## src/cpu_utilization_meter_macros.svh

```systemverilog
// Assertion macros shared by the processor utilization meter RTL.
`ifndef CPU_UTILIZATION_METER_MACROS_SVH
`define CPU_UTILIZATION_METER_MACROS_SVH

// Same-cycle implication, sampled on clk, off while rst is high.
`define CUM_ASSERT_IMP(lbl, ante, cons, msg) \
  lbl: assert property (@(posedge clk) disable iff (rst) (ante) |-> (cons)) \
    else $error(msg);

// Next-cycle implication, sampled on clk, off while rst is high.
`define CUM_ASSERT_NXT(lbl, ante, cons, msg) \
  lbl: assert property (@(posedge clk) disable iff (rst) (ante) |=> (cons)) \
    else $error(msg);

`endif

```

## src/cpu_um_pkg.sv

```systemverilog
// Types, constants and helpers of the processor utilization meter.
`timescale 1ns / 1ps

package cpu_um_pkg;

  localparam int NUM_SLOTS    = 5;
  localparam int SLOT_W       = 3;
  localparam int SLOT_IDX_W   = (NUM_SLOTS > 1) ? $clog2(NUM_SLOTS) : 1;
  localparam int CTR_W        = 64;
  localparam int NUM_CTRS     = 8;
  localparam int IDLE_CTR     = 3;
  localparam int Q_W          = 10;
  localparam int PROD_W       = CTR_W + Q_W;
  localparam int CNT_W        = $clog2(PROD_W);
  localparam int COL_W        = 4;
  localparam int USAGE_W      = 10;
  localparam int BAR_W        = 4;
  localparam int BAR_SEGMENTS = 8;

  localparam logic [SLOT_W:0]  NUM_SLOTS_C = (SLOT_W + 1)'(NUM_SLOTS);
  localparam logic [Q_W-1:0]   PER_MILLE   = 10'd1000;
  localparam logic [USAGE_W-1:0] ROUND_ADD = 10'd5;
  localparam logic [USAGE_W-1:0] BAR_STEP  = 10'd125;

  typedef struct packed {
    logic [SLOT_W-1:0] cpu_slot;
    logic [CTR_W-1:0]  user_time;
    logic [CTR_W-1:0]  nice_time;
    logic [CTR_W-1:0]  system_time;
    logic [CTR_W-1:0]  idle_time;
    logic [CTR_W-1:0]  iowait_time;
    logic [CTR_W-1:0]  irq_time;
    logic [CTR_W-1:0]  softirq_time;
    logic [CTR_W-1:0]  steal_time;
  } sample_t;

  typedef struct packed {
    logic [SLOT_W-1:0]  slot_out;
    logic [USAGE_W-1:0] usage_tenths;
    logic [BAR_W-1:0]   bar_level;
    logic               no_time_error;
  } result_t;

  // Number of segment thresholds (0, 12.5% ... 87.5%) that usage exceeds.
  function automatic logic [BAR_W-1:0] bar_of(input logic [USAGE_W-1:0] usage);
    logic [BAR_W-1:0] n;
    n = '0;
    for (int i = 0; i < BAR_SEGMENTS; i++) begin
      if (usage > USAGE_W'(i * int'(BAR_STEP))) begin
        n = n + BAR_W'(1);
      end
    end
    return n;
  endfunction

endpackage

```

## src/cpu_utilization_meter.sv

```systemverilog
// Processor utilization meter: bit-serial counter deltas and busy per-mille.
`timescale 1ns / 1ps

// Takes one slot's eight cumulative tick counters per item and returns usage
// in tenths of a percent (busy per-mille plus 5), an eight-step bar level and
// a flag for a zero total delta. An item runs from acceptance through the
// bit-serial pass, which sums the counters, forms the idle and total deltas
// against the slot's stored values and multiplies the busy delta by 1000 one
// bit per cycle, then through restoring division (one quotient bit per cycle
// on a 64-bit remainder), then the load of the output register. The next item
// is taken the cycle after that load; a full output register that is stalled
// holds the load back until it drains.
// One item is in work at a time; a finished result waits in the output
// register while the next item runs.
// Slots at or above the slot count use zero history and store nothing.
module cpu_utilization_meter (
  input  logic               clk,
  input  logic               rst,
  input  logic               sample_valid,
  output logic               sample_stall,
  input  cpu_um_pkg::sample_t sample,
  output logic               result_valid,
  input  logic               result_stall,
  output cpu_um_pkg::result_t result
);
  import cpu_um_pkg::*;

`include "cpu_utilization_meter_macros.svh"

  typedef enum logic [1:0] {ST_IDLE, ST_SUM, ST_DIV, ST_DONE} state_t;

  state_t              state;
  logic [CNT_W-1:0]    cnt;
  logic [SLOT_W-1:0]   slot;
  logic                in_range;
  logic [CTR_W-1:0]    ctr [NUM_CTRS];
  logic [CTR_W-1:0]    old_idle;
  logic [CTR_W-1:0]    old_total;
  logic [CTR_W-1:0]    total_sr;
  logic [CTR_W-1:0]    den_sr;
  logic [PROD_W-1:0]   prod;
  logic [CTR_W-1:0]    rem;
  logic [Q_W-1:0]      qsh;
  logic [COL_W-2:0]    sum_c;
  logic [COL_W-2:0]    mul_c;
  logic                idle_b;
  logic                tot_b;
  logic                busy_b;
  logic [Q_W-2:0]      hist;
  logic                nz;
  logic [CTR_W-1:0]    last_idle  [NUM_SLOTS];
  logic [CTR_W-1:0]    last_total [NUM_SLOTS];

  logic                accept;
  logic                active;
  logic [COL_W-1:0]    col;
  logic                tb;
  logic                ib, pib, pt;
  logic                di, dt, bb;
  logic                idle_b_next, tot_b_next, busy_b_next;
  logic [COL_W-1:0]    msum;
  logic [SLOT_IDX_W-1:0] idx;
  logic                slot_ok;
  logic [CTR_W:0]      r2;
  logic [CTR_W:0]      rsub;
  logic                dge;
  logic [USAGE_W-1:0]  usage;
  logic                out_free;
  logic                err_zeroed;
  logic                usage_ok;

  assign accept       = sample_valid && !sample_stall;
  assign sample_stall = (state != ST_IDLE);
  assign out_free     = !result_valid || !result_stall;
  assign idx          = sample.cpu_slot[SLOT_IDX_W-1:0];
  assign slot_ok      = {1'b0, sample.cpu_slot} < NUM_SLOTS_C;
  assign active       = cnt < CNT_W'(CTR_W);

  // One bit column of the counter sum, both deltas and the busy delta.
  always_comb begin
    col = {1'b0, sum_c};
    for (int i = 0; i < NUM_CTRS; i++) begin
      col = col + COL_W'(ctr[i][0]);
    end
    tb  = col[0];
    ib  = ctr[IDLE_CTR][0];
    pib = old_idle[0];
    pt  = old_total[0];
    di  = ib ^ pib ^ idle_b;
    idle_b_next = (~ib & pib) | (~(ib ^ pib) & idle_b);
    dt  = tb ^ pt ^ tot_b;
    tot_b_next = (~tb & pt) | (~(tb ^ pt) & tot_b);
    bb  = active & (dt ^ di ^ busy_b);
    busy_b_next = (~dt & di) | (~(dt ^ di) & busy_b);
  end

  // Bit-serial multiply by the per-mille constant; hist holds the earlier busy
  // bits, the most recent in hist[0].
  always_comb begin
    msum = {1'b0, mul_c} + COL_W'(PER_MILLE[0] & bb);
    for (int k = 1; k < Q_W; k++) begin
      msum = msum + COL_W'(PER_MILLE[k] & hist[k-1]);
    end
  end

  // One restoring division step.
  always_comb begin
    r2   = {rem, qsh[Q_W-1]};
    rsub = r2 - {1'b0, den_sr};
    dge  = r2 >= {1'b0, den_sr};
  end

  // busy_b holds the final borrow: idle delta above total delta saturates.
  assign usage = busy_b ? ROUND_ADD : (qsh + ROUND_ADD);

  assign err_zeroed = (result.usage_tenths == '0) && (result.bar_level == '0);
  assign usage_ok   = (result.usage_tenths >= ROUND_ADD)
                   && (result.usage_tenths <= (PER_MILLE + ROUND_ADD))
                   && (result.bar_level != '0);

  always_ff @(posedge clk) begin
    if (rst) begin
      state        <= ST_IDLE;
      cnt          <= '0;
      result_valid <= 1'b0;
      for (int s = 0; s < NUM_SLOTS; s++) begin
        last_idle[s]  <= '0;
        last_total[s] <= '0;
      end
    end else begin
      if ((state == ST_DONE) && out_free) begin
        result_valid <= 1'b1;
      end else if (result_valid && !result_stall) begin
        result_valid <= 1'b0;
      end
      case (state)
        ST_IDLE: begin
          if (accept) begin
            state      <= ST_SUM;
            cnt        <= '0;
            slot       <= sample.cpu_slot;
            in_range   <= slot_ok;
            ctr[0]     <= sample.user_time;
            ctr[1]     <= sample.nice_time;
            ctr[2]     <= sample.system_time;
            ctr[3]     <= sample.idle_time;
            ctr[4]     <= sample.iowait_time;
            ctr[5]     <= sample.irq_time;
            ctr[6]     <= sample.softirq_time;
            ctr[7]     <= sample.steal_time;
            old_idle   <= slot_ok ? last_idle[idx]  : '0;
            old_total  <= slot_ok ? last_total[idx] : '0;
            sum_c      <= '0;
            mul_c      <= '0;
            idle_b     <= 1'b0;
            tot_b      <= 1'b0;
            busy_b     <= 1'b0;
            hist       <= '0;
            nz         <= 1'b0;
          end
        end
        ST_SUM: begin
          cnt   <= (cnt == CNT_W'(PROD_W - 1)) ? '0 : cnt + CNT_W'(1);
          hist  <= {hist[Q_W-3:0], bb};
          mul_c <= msum[COL_W-1:1];
          prod  <= {msum[0], prod[PROD_W-1:1]};
          if (active) begin
            // counters rotate so they are whole again after the pass
            for (int i = 0; i < NUM_CTRS; i++) begin
              ctr[i] <= {ctr[i][0], ctr[i][CTR_W-1:1]};
            end
            old_idle   <= {1'b0, old_idle[CTR_W-1:1]};
            old_total  <= {1'b0, old_total[CTR_W-1:1]};
            total_sr   <= {tb, total_sr[CTR_W-1:1]};
            den_sr     <= {dt, den_sr[CTR_W-1:1]};
            sum_c      <= col[COL_W-1:1];
            idle_b     <= idle_b_next;
            tot_b      <= tot_b_next;
            busy_b     <= busy_b_next;
            nz         <= nz | dt;
          end
          if (cnt == CNT_W'(PROD_W - 1)) begin
            state <= ST_DIV;
            // quotient fits in Q_W bits, so the top of the product is
            // already below the divisor
            rem   <= {msum[0], prod[PROD_W-1:Q_W+1]};
            qsh   <= prod[Q_W:1];
            if (in_range) begin
              last_idle[slot[SLOT_IDX_W-1:0]]  <= ctr[IDLE_CTR];
              last_total[slot[SLOT_IDX_W-1:0]] <= total_sr;
            end
          end
        end
        ST_DIV: begin
          cnt <= cnt + CNT_W'(1);
          rem <= dge ? rsub[CTR_W-1:0] : r2[CTR_W-1:0];
          qsh <= {qsh[Q_W-2:0], dge};
          if (cnt == CNT_W'(Q_W - 1)) begin
            state <= ST_DONE;
          end
        end
        ST_DONE: begin
          if (out_free) begin
            result.slot_out      <= slot;
            result.no_time_error <= !nz;
            result.usage_tenths  <= nz ? usage : '0;
            result.bar_level     <= nz ? bar_of(usage) : '0;
            state                <= ST_IDLE;
          end
        end
        default: begin
          state <= ST_IDLE;
        end
      endcase
    end
  end

  `CUM_ASSERT_NXT(a_accept_starts, accept, state == ST_SUM, "accepted item did not start")
  `CUM_ASSERT_IMP(a_rem_below_den, (state == ST_DIV) && nz && !busy_b, rem < den_sr, "bad remainder")
  `CUM_ASSERT_IMP(a_err_zero, result_valid && result.no_time_error, err_zeroed, "error not zeroed")
  `CUM_ASSERT_IMP(a_usage_range, result_valid && !result.no_time_error, usage_ok, "usage out of range")

endmodule
```

## config.mk

```make
export PLATFORM = sky130hd
export DESIGN_NAME = cpu_utilization_meter
export DESIGN_NICKNAME = d
export VERILOG_FILES = /design/src/cpu_um_pkg.sv /design/src/cpu_utilization_meter.sv
export VERILOG_INCLUDE_DIRS = /design/src /design/src/src
export SDC_FILE = /design/constraint.sdc
export NUM_CORES = 2
export LEC_CHECK = 0
export ABC_AREA = 1
export BUFFER_PORTS_ARGS = -buffer_cell sky130_fd_sc_hd__clkbuf_2
export CAP_MARGIN = 30
export CORE_ASPECT_RATIO = 1.4
export CORE_UTILIZATION = 45
export DETAILED_ROUTE_END_ITERATION = 10
export SETUP_SLACK_MARGIN = 0.02
export SLEW_MARGIN = 20
export SYNTH_ARGS = -nofsm -noshare
export SYNTH_HDL_FRONTEND = slang
export SYNTH_SLANG_ARGS = --single-unit
```

## constraint.sdc

```tcl
create_clock -name clk -period 25.4 [get_ports clk]
set_input_delay 2.54 -clock clk [delete_from_list [all_inputs] [get_ports clk]]
set_output_delay 2.54 -clock clk [all_outputs]
set_load 0.05 [all_outputs]
```

==> flow_results.org <==
** Outcome
- The run finished, with violations left.
- Violated checks :: DRC

** CTS
- TritonCTS built the clock tree.
- Hold repair after CTS inserted 0 buffers.
- After clock tree synthesis, the setup repair step added 0 buffers.
- Clock tree synthesis selected as its root buffer the cell sky130_fd_sc_hd__clkbuf_16.
- In this run, CTS created clock tree buffers numbering 188.
- For the worst-skew pair, the clock arrives at the later sink with an insertion delay of 830 ps.
- Cells resized by post-CTS repair :: 0
- The clock net in this run drives a total of 1990 sinks.
- The clock passes through at most 3 buffers.
- H-tree Lvls :: 4
- After clock tree synthesis, the clock-pin slew on the worst setup and hold paths is 60 ps.

** Run
- Max-capacitance violation count :: 0

** Worst setup path
- The number of buffers and inverters on the critical path is 7.
- The worst register-to-register path has a depth of 11.
- Across all register-to-register paths, the minimum setup slack is 19090 ps.
- For the worst setup path, the data required time is 25900 ps.
- The setup path with the least slack is of type primary input to flip-flop.
- Largest stage delay, worst path :: 760 ps
- Among all stages on the critical path, the largest delay is contributed by sky130_fd_sc_hd__nor2_4.
- For the worst setup path, the data arrival time is 7130 ps.
- Cell type with the highest occurrence count on the critical path :: sky130_fd_sc_hd__buf_4
- STA classifies the critical path startpoint as a primary input.
- Broken down by cell family, the worst path's largest delay share belongs to buffers and inverters.
- The critical path goes through clkbuf_2, nor2_4, inv_8, nand2_4, buf_4, buf_4, buf_16, buf_4, buf_16.
- Maximum fanout encountered on the critical timing path :: 118
- The endpoint identified for the worst register-to-register timing path is last_idle[2][11].
- Kind of capture point of the worst setup path :: flip-flop
- The startpoint identified for the worst register-to-register timing path is state[1].

** Min path
- In this run the most critical hold path is launched from den_sr[28].
- The worst hold path terminates at den_sr[27].
- Instance count along the most critical hold path :: 0
- In this run the worst hold path is classified as flip-flop to flip-flop.

** Timing
- Setup repair after global routing left no endpoint under its margin.
- For the pin with the worst max-slew slack, the measured transition is 1000 ps.
- Adding up every negative setup slack in the final design gives 0 ps.
- After layout, the minimum clock period comes to 6630 ps.
- Setup violators final :: 0
- Between clock sinks in the finished design, the worst skew comes to 32.8 ps.
- Max-slew headroom :: 33.2%
- Number of max-slew violations in the final report :: 0
- The final count of hold timing violations was 0.
- Static timing analysis puts the maximum clock frequency at 151 MHz.
- Fraction of the cycle the final worst path needs :: 26.1%

** Logic synthesis
- The synthesized design spends more area on one cell type than any other, namely sky130_fd_sc_hd__edfxtp_1.
- Count of cell types in the netlist :: 49
- EDFF count, synth :: 1980
- Post-synthesis async set-or-reset flop share :: 0%
- Number of warnings reported in the yosys synthesis log :: 0
- In this run, synthesis produced a sequential element count of 1990.
- After synthesis, the mean cell area works out to 11.2 sq um.
- When the netlist entered floorplanning its net count stood at 8228.
- The synthesized netlist occupies a cell area of 0.0852 sq mm.
- Sequential share of the synthesized area :: 70.0%
- Cells after Synth :: 7609
- Largest cells by area after synthesis :: sky130_fd_sc_hd__edfxtp_1 70%, sky130_fd_sc_hd__nand2_1 11%, sky130_fd_sc_hd__nor2_1 3.8%, sky130_fd_sc_hd__o221ai_1 2.0%, sky130_fd_sc_hd__inv_1 1.7%
- The most used flip-flop cell after synthesis is sky130_fd_sc_hd__edfxtp_1.
- Area share of the largest cell type after synthesis :: 69.7%

** Routing
- In this run the remaining antenna-violating nets after routing total 0.
- Drt first pass iters :: 9
- Via count :: 57807
- In this run, the number of DRC markers left after iteration 0 of detailed routing was 4970.
- After detailed routing, the number of remaining DRC violations is 6.
- Average via count per standard cell :: 5.43
- Detailed-route wire length per cell :: 21.4 microns
- Final WL :: 228000 microns

** Floorplanning
- The die is 370 microns wide.
- Std-Cell Core Area :: 0.188 sq mm
- For this configuration, the core starts out at a cell density of 45.4%.
- Count of standard-cell rows :: 188
- 539 I/O pins were placed.
- Vertical extent of the die :: 517 microns
- The floorplan step defined a die boundary enclosing 0.191 sq mm.

** Layout
- FILL cells :: 16566
- Share of final-layout standard cells stronger than drive strength 1 :: 11.9%
- Final Core Density :: 51.6%
- From synthesis to final layout, the design area changed by 13.7%.
- Final net count :: 8638

** Global routing
- The total overflow left after global routing is 0.
- Largest net degree at the start of global routing :: 190
- Initial antenna violation count :: 35
- Global routing consumed, over all layers together, 23.6% of the routing resources.
- Wire length of the first global-routing pass :: 346000 microns
- Number of global-route vias before repair :: 58543

** Power and ir drop
- Power per Cell Area :: 95.1 mW/mm^2
- Post-layout power :: 9220 uW
- Lkg Pwr :: 0.0378 uW
- Worst VDD drop :: 0.0726 mV

** Placed design
- In this run the tool buffered the top-level ports with 538 buffer cells.
- The congestion estimate from routability-driven global placement came to 0.906.
- Detailed placement finished with a half-perimeter wire length of 134000 microns.
==> worst reg2reg max path, stage by stage (launching register included) <==
cell and delay [ps]:
sky130_fd_sc_hd__dfxtp_1 330, sky130_fd_sc_hd__inv_1 130, sky130_fd_sc_hd__ha_4 650, sky130_fd_sc_hd__clkinv_1 810
sky130_fd_sc_hd__nor2_4 900, sky130_fd_sc_hd__nand3_1 240, sky130_fd_sc_hd__nor2_1 480, sky130_fd_sc_hd__nand2_4 410
sky130_fd_sc_hd__nand2_4 460, sky130_fd_sc_hd__buf_4 420, sky130_fd_sc_hd__buf_16 310, sky130_fd_sc_hd__buf_4 730
==> worst max path at each step <==
stage / start / endpoint / slack, ps / depth (start not counted)
floorplan: rst / last_idle[6][0] / 6350 / 3
global placement: rst / ctr[0][157] / 17400 / 7
detailed placement: rst / ctr[0][8] / 17570 / 8
CTS: rst / ctr[0][355] / 18520 / 8
global route: rst / ctr[0][292] / 18550 / 9
finish: rst / ctr[0][338] / 18770 / 9
==> kinds of logic (layout without fill, tap and decap cells) <==
kind of cell | Yosys count | after routing | synth area share [%]
simple gates | 3689 | 3689 | 16.9
compound gates | 943 | 943 | 7.23
flops | 1990 | 1990 | 70.0
fa+ha+maj | 100 | 100 | 1.58
xor+xnor | 62 | 62 | 0.637
other cells | 0 | 14 | 0
buf+inv | 825 | 1386 | 3.65
==> per-stage QoR <==
stage / setup slack (ps) / hold WS, ps / std cells / cell area [sq um]
3_5_place_dp: 17570 / 432 / 10294 / 90600
5_1_grt: 18550 / 456 / 10645 / 96900
6_report: 18770 / 441 / 10654 / 96900
4_1_cts: 18520 / 446 / 10635 / 96800
2_1_floorplan: 6350 / 426 / 7609 / 85200
3_3_place_gp: 17400 / 433 / 10282 / 90300
==> flip-flops by register name, summed over array words and instances (netlist names), 3 cells and up <==
signal      flops
prod           73
qsh            10
hist            9
sum_c           3
ctr           512
old_idle       64
den_sr         64
total_sr       64
result         18
cnt             7
rem            64
slot            3
mul_c           3
last_idle     512
last_total    512
old_total      64
==> Yosys cell counts, types with 31 or more instances <==
cell type	count
sky130_fd_sc_hd__a21oi_1	250
sky130_fd_sc_hd__a32o_1	67
sky130_fd_sc_hd__clkbuf_1	376
sky130_fd_sc_hd__edfxtp_1	1980
sky130_fd_sc_hd__ha_1	87
sky130_fd_sc_hd__inv_1	394
sky130_fd_sc_hd__nand2_1	2491
sky130_fd_sc_hd__nand3_1	250
sky130_fd_sc_hd__nor2_1	861
sky130_fd_sc_hd__o211ai_1	72
sky130_fd_sc_hd__o21ai_0	238
sky130_fd_sc_hd__o221ai_1	194
sky130_fd_sc_hd__o22ai_1	62
sky130_fd_sc_hd__xnor2_1	31
sky130_fd_sc_hd__xor2_1	31
==> where the power goes <==
| part | total, uW | internal, uW | switching, uW |
|---|---|---|---|
| Sequential | 4490 | 4290 | 196 |
| Combinational | 1890 | 549 | 1340 |
| Clock | 2840 | 1610 | 1230 |
| Total | 9220 | 6450 | 2770 |
==> area by class of cell <==
type	count	area, sq um	area share, %
multi-input combinational	4794	22700	23.4
tap	2470	3090	3.19
clock inverter	107	1160	1.20
timing repair buffer	632	3780	3.90
inverter	413	1580	1.63
sequential	1990	59700	61.5
clock buffer	234	4970	5.13
antenna	14	35.0	0.0361
==> per-layer routing <==
layer / track usage (%) / vias up / part of all wire, %
met4: 6.66 / 36 / 2.5
li1: - / 27166 / -
met1: 28.7 / 28323 / 39
met3: 5.02 / 371 / 7.2
met5: 0 / - / 0.10
met2: 42.2 / 1911 / 51
==> placed cells by master, fill, tap and decap left out, types with 67 or more instances in the layout <==
cell type and instances:
sky130_fd_sc_hd__nand2_1 2480, sky130_fd_sc_hd__edfxtp_1 1980, sky130_fd_sc_hd__nor2_1 856, sky130_fd_sc_hd__clkbuf_2 535, sky130_fd_sc_hd__inv_1 391, sky130_fd_sc_hd__a21oi_1 250
sky130_fd_sc_hd__nand3_1 249, sky130_fd_sc_hd__o21ai_0 238, sky130_fd_sc_hd__o221ai_1 194, sky130_fd_sc_hd__clkbuf_16 191, sky130_fd_sc_hd__ha_1 85, sky130_fd_sc_hd__buf_4 73
sky130_fd_sc_hd__o211ai_1 72, sky130_fd_sc_hd__a32o_1 67
(Power assumes the default switching activity.)
